==> config.mk <==
export PLATFORM = sky130hd
export DESIGN_NAME = hopping_link_supervisor
export DESIGN_NICKNAME = d
export VERILOG_FILES = /design/src/rtl/core/hls_pkg.sv /design/src/rtl/core/hls_step.sv /design/src/rtl/core/hopping_link_supervisor.sv
export SDC_FILE = /design/constraint.sdc
export NUM_CORES = 1
export LEC_CHECK = 0
export BUFFER_PORTS_ARGS = -buffer_cell sky130_fd_sc_hd__buf_2
export CAP_MARGIN = 20
export CORE_ASPECT_RATIO = 0.8
export CORE_UTILIZATION = 51
export CTS_BUF_LIST = sky130_fd_sc_hd__clkbuf_4
export DETAILED_ROUTE_END_ITERATION = 6
export MAX_ROUTING_LAYER = met4
export PLACE_DENSITY = 0.72
export SLEW_MARGIN = 20
export SYNTH_ARGS = -nofsm -noshare
export SYNTH_HDL_FRONTEND = slang
export SYNTH_SLANG_ARGS = --single-unit
==> constraint.sdc <==
create_clock -name clk_i -period 5.17 [get_ports clk_i]
set_input_delay 0.7755 -clock clk_i [delete_from_list [all_inputs] [get_ports clk_i]]
set_output_delay 0.7755 -clock clk_i [all_outputs]
set_load 0.01 [all_outputs]
==> src/rtl/core/hls_pkg.sv <==
// Shared types, constants and functions of the hopping link supervisor.
// Used by hls_step and hopping_link_supervisor; depends on nothing else.
package hls_pkg;

  localparam int HOP_COUNT = 47;
  localparam int HopW      = 6;
  localparam int CfgAddrW  = 2;
  localparam int CfgDataW  = 16;

  localparam logic [7:0]  SLOT_MS_RST      = 8'd9;
  localparam logic [15:0] LOST_WAIT_RST    = 16'd500;
  localparam logic [7:0]  STATS_WINDOW_RST = 8'd50;
  localparam logic [15:0] SLOT_TIMER_RST   = 16'd500;
  localparam logic [7:0]  RSSI_RST         = 8'd100;

  localparam logic [4:0]  RSSI_GAIN   = 5'd18;
  localparam int          RSSI_SHIFT  = 5;
  localparam logic [7:0]  RSSI_OFS_HI = 8'd82;
  localparam logic [7:0]  RSSI_OFS_LO = 8'd65;

  localparam logic [1:0]  TEL_PHASE = 2'd2;

  typedef enum logic [CfgAddrW-1:0] {
    REG_SLOT_MS      = 2'd0,
    REG_LOST_WAIT_MS = 2'd1,
    REG_STATS_WINDOW = 2'd2
  } reg_idx_e;

  typedef enum logic {
    CMD_TICK   = 1'b0,
    CMD_PACKET = 1'b1
  } cmd_e;

  typedef struct packed {
    logic [7:0]  slot_ms;
    logic [15:0] lost_wait_ms;
    logic [7:0]  stats_window;
  } cfg_t;

  typedef struct packed {
    logic [15:0]     slot_timer;
    logic [HopW-1:0] hop_idx;
    logic            got_packet;
    logic            lost_flag;
    logic [7:0]      hop_counter;
    logic [7:0]      rx_counter;
    logic [7:0]      quality;
    logic [7:0]      rssi;
  } state_t;

  typedef struct packed {
    logic       cmd;
    logic       packet_valid;
    logic [7:0] frame_counter;
    logic [7:0] request_id;
    logic [7:0] rssi_byte;
  } item_t;

  // Declared from the top bit down so that the packed word matches the
  // stream data layout, current_hop in the lowest bits.
  typedef struct packed {
    logic            packet_accepted;
    logic [7:0]      tlm_id;
    logic            tlm_req;
    logic [7:0]      rssi_out;
    logic [7:0]      link_quality;
    logic            link_lost;
    logic            enter_failsafe;
    logic            frame_lost;
    logic            switch_antenna;
    logic            hopped;
    logic [HopW-1:0] current_hop;
  } result_t;

  localparam int ResultW = $bits(result_t);
  localparam int OutDataW = ((ResultW + 7) / 8) * 8;

  // Scales the raw status byte and moves it to the wrapping 8-bit form.
  function automatic logic [7:0] convert_rssi(input logic [7:0] raw);
    logic [12:0] prod;
    logic [7:0]  t;
    prod = {5'b0, raw} * {8'b0, RSSI_GAIN};
    t    = 8'(prod >> RSSI_SHIFT);
    if (raw[7]) begin
      return t - RSSI_OFS_HI;
    end
    return t + RSSI_OFS_LO;
  endfunction

endpackage

==> src/rtl/core/hls_step.sv <==
// Next-state and result logic of the hopping link supervisor for one item.
// Purely combinational; uses types and functions from hls_pkg.
module hls_step #(
  parameter int HopCount = hls_pkg::HOP_COUNT
) (
  input  hls_pkg::cfg_t    cfg_i,
  input  hls_pkg::state_t  state_i,
  input  hls_pkg::item_t   item_i,
  output hls_pkg::state_t  state_o,
  output hls_pkg::result_t result_o
);

  logic                     is_tick;
  logic                     pkt_ok;
  logic                     tel;
  logic [15:0]              timer_dec;
  logic                     slot_end;
  logic                     advance;
  logic [hls_pkg::HopW:0]   hop_inc;
  logic [hls_pkg::HopW-1:0] hop_next;
  logic                     lost_pre;
  logic                     got_pre;
  logic [7:0]               rx_pre;
  logic                     win_close;
  logic                     no_rx;

  always_comb begin
    is_tick  = (item_i.cmd == hls_pkg::CMD_TICK);
    pkt_ok   = (item_i.cmd == hls_pkg::CMD_PACKET) && item_i.packet_valid;
    tel      = pkt_ok && (item_i.frame_counter[1:0] == hls_pkg::TEL_PHASE);
    timer_dec = state_i.slot_timer - {15'b0, (state_i.slot_timer != 16'd0)};
    slot_end = (is_tick && (timer_dec == 16'd0)) || (pkt_ok && !tel);
    advance  = slot_end || tel;

    hop_inc  = {1'b0, state_i.hop_idx} + 7'd1;
    hop_next = (hop_inc >= 7'(HopCount)) ? '0 : hop_inc[hls_pkg::HopW-1:0];

    // A valid packet takes effect before any slot end that it causes.
    lost_pre = pkt_ok ? 1'b0 : state_i.lost_flag;
    got_pre  = pkt_ok ? 1'b1 : state_i.got_packet;
    rx_pre   = pkt_ok ? state_i.rx_counter + 8'd1 : state_i.rx_counter;
    win_close = (state_i.hop_counter >= cfg_i.stats_window);
    no_rx    = (rx_pre == 8'd0);

    state_o            = state_i;
    state_o.got_packet = got_pre;
    state_o.lost_flag  = lost_pre;
    state_o.rx_counter = rx_pre;
    if (pkt_ok) begin
      state_o.rssi = hls_pkg::convert_rssi(item_i.rssi_byte);
    end
    if (is_tick) begin
      state_o.slot_timer = timer_dec;
    end
    if (tel) begin
      state_o.slot_timer = {8'b0, cfg_i.slot_ms};
    end
    if (advance) begin
      state_o.hop_idx = hop_next;
    end
    if (slot_end) begin
      state_o.slot_timer  = lost_pre ? cfg_i.lost_wait_ms : {8'b0, cfg_i.slot_ms};
      state_o.got_packet  = 1'b0;
      state_o.hop_counter = state_i.hop_counter + 8'd1;
      if (win_close) begin
        state_o.quality     = rx_pre;
        state_o.lost_flag   = lost_pre || no_rx;
        state_o.hop_counter = 8'd1;
        state_o.rx_counter  = 8'd0;
      end
    end

    result_o.current_hop     = state_o.hop_idx;
    result_o.hopped          = advance;
    result_o.switch_antenna  = slot_end && !got_pre;
    result_o.frame_lost      = slot_end && !got_pre;
    result_o.enter_failsafe  = slot_end && win_close && no_rx;
    result_o.link_lost       = state_o.lost_flag;
    result_o.link_quality    = state_o.quality;
    result_o.rssi_out        = state_o.rssi;
    result_o.tlm_req         = tel;
    result_o.tlm_id          = tel ? item_i.request_id : 8'd0;
    result_o.packet_accepted = pkt_ok;
  end

endmodule

==> src/rtl/core/hopping_link_supervisor.sv <==
// Top level of the hopping link supervisor: stream ports, configuration
// registers, link state and the result register. Uses hls_pkg and hls_step.
//
// The supervisor follows a frequency-hopping radio link. Each input word is
// either a one-millisecond tick (tuser bit 0 low) or a report of a received
// packet (tuser bit 0 high, tuser bit 1 saying whether the packet passed its
// checks). Every input word yields exactly one result word. The block takes
// one word per clock cycle while the output is not stalled: the link state
// is updated at the edge that accepts a word, and that word's result is
// loaded into the output register at the same edge. That register is the
// only buffering, so the input is ready whenever it is empty or is being
// emptied in the same cycle; a stalled output holds off the input stream.
// Ticks count the slot timer down; at the end of a slot the hop index
// advances modulo HopCount, the timer reloads with the slot length while the
// link is up or the lost dwell while it is down, a slot without a packet
// raises the antenna-switch and lost-frame flags, and every statistics
// window the packet count is published as link quality, a zero count
// declaring the link lost and entering failsafe. A valid packet converts the
// RSSI byte and either closes the slot at once or, on a telemetry frame,
// hops at once and requests telemetry. Configuration is written through a
// plain write port; the user must write it only while the block is idle,
// which the block does not enforce. Writes to an unused index are ignored.
module hopping_link_supervisor #(
  parameter int HopCount = hls_pkg::HOP_COUNT
) (
  input  logic                          clk_i,
  input  logic                          rst_ni,
  // Configuration write port
  input  logic                          cfg_we_i,
  input  logic [hls_pkg::CfgAddrW-1:0]  cfg_addr_i,
  input  logic [hls_pkg::CfgDataW-1:0]  cfg_wdata_i,
  // Input stream
  input  logic                          s_axis_tvalid_i,
  output logic                          s_axis_tready_o,
  // [7:0] frame_counter, [15:8] request_id, [23:16] rssi_byte
  input  logic [23:0]                   s_axis_tdata_i,
  // [0] cmd, [1] packet_valid
  input  logic [1:0]                    s_axis_tuser_i,
  // Output stream
  output logic                          m_axis_tvalid_o,
  input  logic                          m_axis_tready_i,
  // [5:0] current_hop, [6] hopped, [7] switch_antenna, [8] frame_lost,
  // [9] enter_failsafe, [10] link_lost, [18:11] link_quality,
  // [26:19] rssi_out, [27] tlm_req, [35:28] tlm_id,
  // [36] packet_accepted, [39:37] zero
  output logic [hls_pkg::OutDataW-1:0]  m_axis_tdata_o
);

  hls_pkg::cfg_t    cfg_q;
  hls_pkg::state_t  state_q, state_d;
  hls_pkg::item_t   item;
  hls_pkg::result_t result_d, result_q;
  logic             out_valid_q;
  logic             in_accept;

  // The output register frees up in the same cycle as it is read.
  assign s_axis_tready_o = !out_valid_q || m_axis_tready_i;
  assign in_accept       = s_axis_tvalid_i && s_axis_tready_o;

  assign item.cmd           = s_axis_tuser_i[0];
  assign item.packet_valid  = s_axis_tuser_i[1];
  assign item.frame_counter = s_axis_tdata_i[7:0];
  assign item.request_id    = s_axis_tdata_i[15:8];
  assign item.rssi_byte     = s_axis_tdata_i[23:16];

  // Configuration registers; an index beyond the list is dropped.
  always_ff @(posedge clk_i or negedge rst_ni) begin
    if (!rst_ni) begin
      cfg_q.slot_ms      <= hls_pkg::SLOT_MS_RST;
      cfg_q.lost_wait_ms <= hls_pkg::LOST_WAIT_RST;
      cfg_q.stats_window <= hls_pkg::STATS_WINDOW_RST;
    end else if (cfg_we_i) begin
      case (cfg_addr_i)
        hls_pkg::REG_SLOT_MS:      cfg_q.slot_ms      <= cfg_wdata_i[7:0];
        hls_pkg::REG_LOST_WAIT_MS: cfg_q.lost_wait_ms <= cfg_wdata_i;
        hls_pkg::REG_STATS_WINDOW: cfg_q.stats_window <= cfg_wdata_i[7:0];
        default: ;
      endcase
    end
  end

  hls_step #(
    .HopCount(HopCount)
  ) u_step (
    .cfg_i   (cfg_q),
    .state_i (state_q),
    .item_i  (item),
    .state_o (state_d),
    .result_o(result_d)
  );

  // Link state moves only when a word is accepted.
  always_ff @(posedge clk_i or negedge rst_ni) begin
    if (!rst_ni) begin
      state_q.slot_timer  <= hls_pkg::SLOT_TIMER_RST;
      state_q.hop_idx     <= '0;
      state_q.got_packet  <= 1'b0;
      state_q.lost_flag   <= 1'b1;
      state_q.hop_counter <= 8'd0;
      state_q.rx_counter  <= 8'd0;
      state_q.quality     <= 8'd0;
      state_q.rssi        <= hls_pkg::RSSI_RST;
    end else if (in_accept) begin
      state_q <= state_d;
    end
  end

  always_ff @(posedge clk_i or negedge rst_ni) begin
    if (!rst_ni) begin
      out_valid_q <= 1'b0;
    end else if (in_accept) begin
      out_valid_q <= 1'b1;
    end else if (m_axis_tready_i) begin
      out_valid_q <= 1'b0;
    end
  end

  // Result payload needs no reset; it is qualified by out_valid_q.
  always_ff @(posedge clk_i) begin
    if (in_accept) begin
      result_q <= result_d;
    end
  end

  assign m_axis_tvalid_o = out_valid_q;
  assign m_axis_tdata_o  = {{(hls_pkg::OutDataW - hls_pkg::ResultW){1'b0}}, result_q};

  // The hop index never leaves the hop table.
  assert property (@(posedge clk_i) disable iff (!rst_ni)
    {1'b0, state_q.hop_idx} < 7'(HopCount))
    else $error("hop index outside the hop table");

  // A packet report that failed its checks leaves the link state untouched.
  assert property (@(posedge clk_i) disable iff (!rst_ni)
    in_accept && s_axis_tuser_i[0] && !s_axis_tuser_i[1] |=> $stable(state_q))
    else $error("rejected packet changed the link state");

  // A lost frame always comes with a hop.
  assert property (@(posedge clk_i) disable iff (!rst_ni)
    out_valid_q && result_q.frame_lost |-> result_q.hopped)
    else $error("lost frame reported without a hop");

  // Telemetry is only requested by an accepted packet, which brings the link up.
  assert property (@(posedge clk_i) disable iff (!rst_ni)
    out_valid_q && result_q.tlm_req |->
      result_q.packet_accepted && !result_q.link_lost)
    else $error("telemetry requested without an accepted packet");

endmodule

==> flow_summary.toml <==
[layout]
most_common_cell_after_layout_fill_and_taps_aside = "sky130_fd_sc_hd__nand2_1"
layout_cells_sized_above_1_pct = 26.8
mostFrequentLayoutCells = "82 x sky130_fd_sc_hd__nand2_1, 80 x sky130_fd_sc_hd__buf_2, 68 x sky130_fd_sc_hd__dfrtp_1, 58 x sky130_fd_sc_hd__o21ai_0, 46 x sky130_fd_sc_hd__mux2_2"
area_delta_synth_final_pct = 13.0
layout.core_utilization_pct = 60.3
finalNetCount = 840
num-fill-cells = 1090

[synthesis]
yosysWarningCount = 0
avgSynthCellArea_um2 = 10.2
synth_enable_flop_cells = 36
yosys-top-cells-area = "sky130_fd_sc_hd__dfrtp_1 24%, sky130_fd_sc_hd__edfxtp_1 15%, sky130_fd_sc_hd__dfstp_2 7.9%"
synth.lib_cells_used.distinct = 71
synthesis.instances = 684
ys_ff_latch = 125
synth_top_area_share_pct = 24.4
synth_sequential_area_ratio_pct = 47.7
synth_ff_type = "sky130_fd_sc_hd__dfrtp_1"
netlist.top_cell.by_area = "sky130_fd_sc_hd__dfrtp_1"
synthArstFlopShare_pct = 71.2
syn-cell-area_um2 = 6990

[detailed_routing]
route.detailed.vias_per_inst = 5.78
drt_pass1_iterations = 5
postRouteWirelength_mm = 15.7
drt_drc_violations_left = 0
drtIter0Drc = 405
final_antenna_net_count = 0
route.detailed.wl_per_inst_um = 16.5
routed-via-count = 5508

[clocking]
cts.htree.levels = 4
cts_root_buf = "sky130_fd_sc_hd__clkbuf_4"
clk_path_buf_depth = 2
clk_pin_slew_ps = 110
cts_repair_resize_count = 0
ctsHoldBuffers = 0
clock_tree_from_tritoncts = "done"
cts_buffers = 17
cts.sink_count = 125
cts_setup_buffers = 0
insertion_delay_ps = 560

[setup_path]
cp_data_arrival_time_ps = 4920
cp_num_buf_inv = 0
cp_cell_sequence = "nor2_1 -> nand2_1 -> nor4b_1 -> nand4_1 -> ha_1 -> ha_1 -> nor4b_1 -> nand3_1 -> xnor2_2 -> or4_1 -> nor2_1 -> mux2_2 -> a221oi_1"
critical_path.top_delay_family = "simple AND/OR/NAND/NOR gates"
worst_setup_path_start_kind = "register"
critPathKind = "reg -> reg"
cp_slowest_cell = "sky130_fd_sc_hd__or4_1"
critPathMaxStageDelay_ps = 680
setup.worst_path.end_class = "register"
critical_path_required_ps = 5620
top_fanout_value_on_the_critical_path = 9

[global_routing]
grt-busiest-layer = "met2"
grt_first_pass_wirelength_mm = 26.0
met3_usage_pct = 4.82
gr-usage-met1_pct = 31.3
gr-total-overflow = 0
global_route.usage.met2_pct = 38.0
number_of_global_route_vias_before_repair = 5401
pin_count_of_the_biggest_net_entering_global_routing = 47
antenna_found_initial = 1
global_route.usage.total_pct = 24.2

[sta]
finalSetupTns_ps = 0
timing.hold.ws_ps = 206
min_period_over_period_pct = 86.4
report.final.hold_viol_count = 0
final_max_slew_viol_count = 0
rsz_0062_raised_after_global_routing = "false"
finalClockSkew_ps = 20.8
setup_viol = 0
maxClockFrequency_mhz = 224
finalWorstPathRequiredPeriod_ps = 4470
worst_slew_pin_slew_ps = 840
finalWorstSetupSlack_ps = 703
maxSlewHeadroom_pct = 43.8

[placement]
gpl.final_weighted_congestion = 0.910
dp_worst_setup_slack_ps = 809
dp_hpwl_mm = 11.3
io_buffers = 81

[floorplan]
coreArea_um2 = 13100
die_area_um2 = 14200
ios = 91
die_height_um = 107
die_width_um = 133
num_rows = 37
effective_utilization_at_floorplan_pct = 53.3

[pwr]
total_power_mw = 2.97
total_leakage_power_nw = 3.40
power_per_cell_area_nw_per_um2 = 376
worst_ir_drop_vdd_mv = 0.284

[outcome]
outcome = "finished, final reports clean"

[job]
max_cap_viols = 0

[worst_hold_path]
worstHoldPathType = "in -> async"
-- through the flow --
step / instances / instance area, um^2
finish: 953 / 7900
global route: 953 / 7900
CTS: 952 / 7890
detailed placement: 920 / 7520
global placement: 920 / 7520
floorplan: 686 / 6990
-- state kept, by name, summed over array words and instances, names as in the netlist --
signal / count
state_q: 56
cfg_q: 32
m_axis_tvalid_o: 1
m_axis_tdata_o: 36
-- worst register-to-register path: stages, from the launching register on --
cell	delay, ps
sky130_fd_sc_hd__dfrtp_1	530
sky130_fd_sc_hd__nor2_1	90
sky130_fd_sc_hd__nand2_1	140
sky130_fd_sc_hd__nor4b_1	70
sky130_fd_sc_hd__nand4_1	110
sky130_fd_sc_hd__ha_1	230
sky130_fd_sc_hd__ha_1	350
sky130_fd_sc_hd__nor4b_1	520
sky130_fd_sc_hd__nand3_1	380
sky130_fd_sc_hd__xnor2_2	260
sky130_fd_sc_hd__or4_1	680
sky130_fd_sc_hd__nor2_1	370
sky130_fd_sc_hd__mux2_2	380
sky130_fd_sc_hd__a221oi_1	260
-- metal layers --
layer  part of all wire (%)  wire [um]
met1                     47       7430
met2                     46       7240
met3                    5.1        802
met4                    1.7        263
met5                      0          0
-- cell usage after synthesis (all sizes together) (11+ instances only) --
cell type / count
nand2: 83
and2: 11
edfxtp: 36
buf: 13
nand3: 20
xnor2: 15
nor4: 12
clkbuf: 19
a21oi: 22
nand4: 12
nor2: 36
o31ai: 14
ha: 26
o21ai: 61
inv: 28
dfrtp: 68
dfstp: 21
nor3: 21
mux2: 46
-- cell type report --
class                   count  area (um^2)  area share (%)
clock inverters            14          241            3.06
clock buffers              18          135            1.71
repair buffers             91          483            6.12
well taps                 175          219            2.77
multi-input cells         500         3370            42.7
flip-flops and latches    125         3330            42.2
inverters                  29          109            1.38
diodes                      1         2.50          0.0317
-- logic make-up (layout without fill, tap and decap cells) --
kind of cell	after synthesis	after routing	share of synthesized area [%]
buf+inv	61	152	4.12
flops	125	125	47.7
compound gates	152	152	13.9
fa+ha+maj	27	27	4.94
mux	51	51	8.13
xor+xnor	21	21	2.74
simple gates	246	246	18.4
other cells	1	4	0.0537
-- power breakdown --
group          internal [mW]  switching [mW]
Sequential              1.23           0.166
Combinational          0.305           0.389
Clock                  0.488           0.387
-- worst paths after layout --
path	startpoint	cells past startpoint	end	slack [ps]
setup / recovery	state_q[50]	13	state_q[40]	700
hold / removal	rst_ni	1	cfg_q[6]	210
setup reg to reg	state_q[50]	13	state_q[40]	700
hold reg to reg	cfg_q[23]	2	state_q[55]	500
max in group asynchronous	rst_ni	2	state_q[16]	3960
min in group clk_i	s_axis_tvalid_i	2	m_axis_tvalid_o	420
Power figures use the tool's default switching activity.
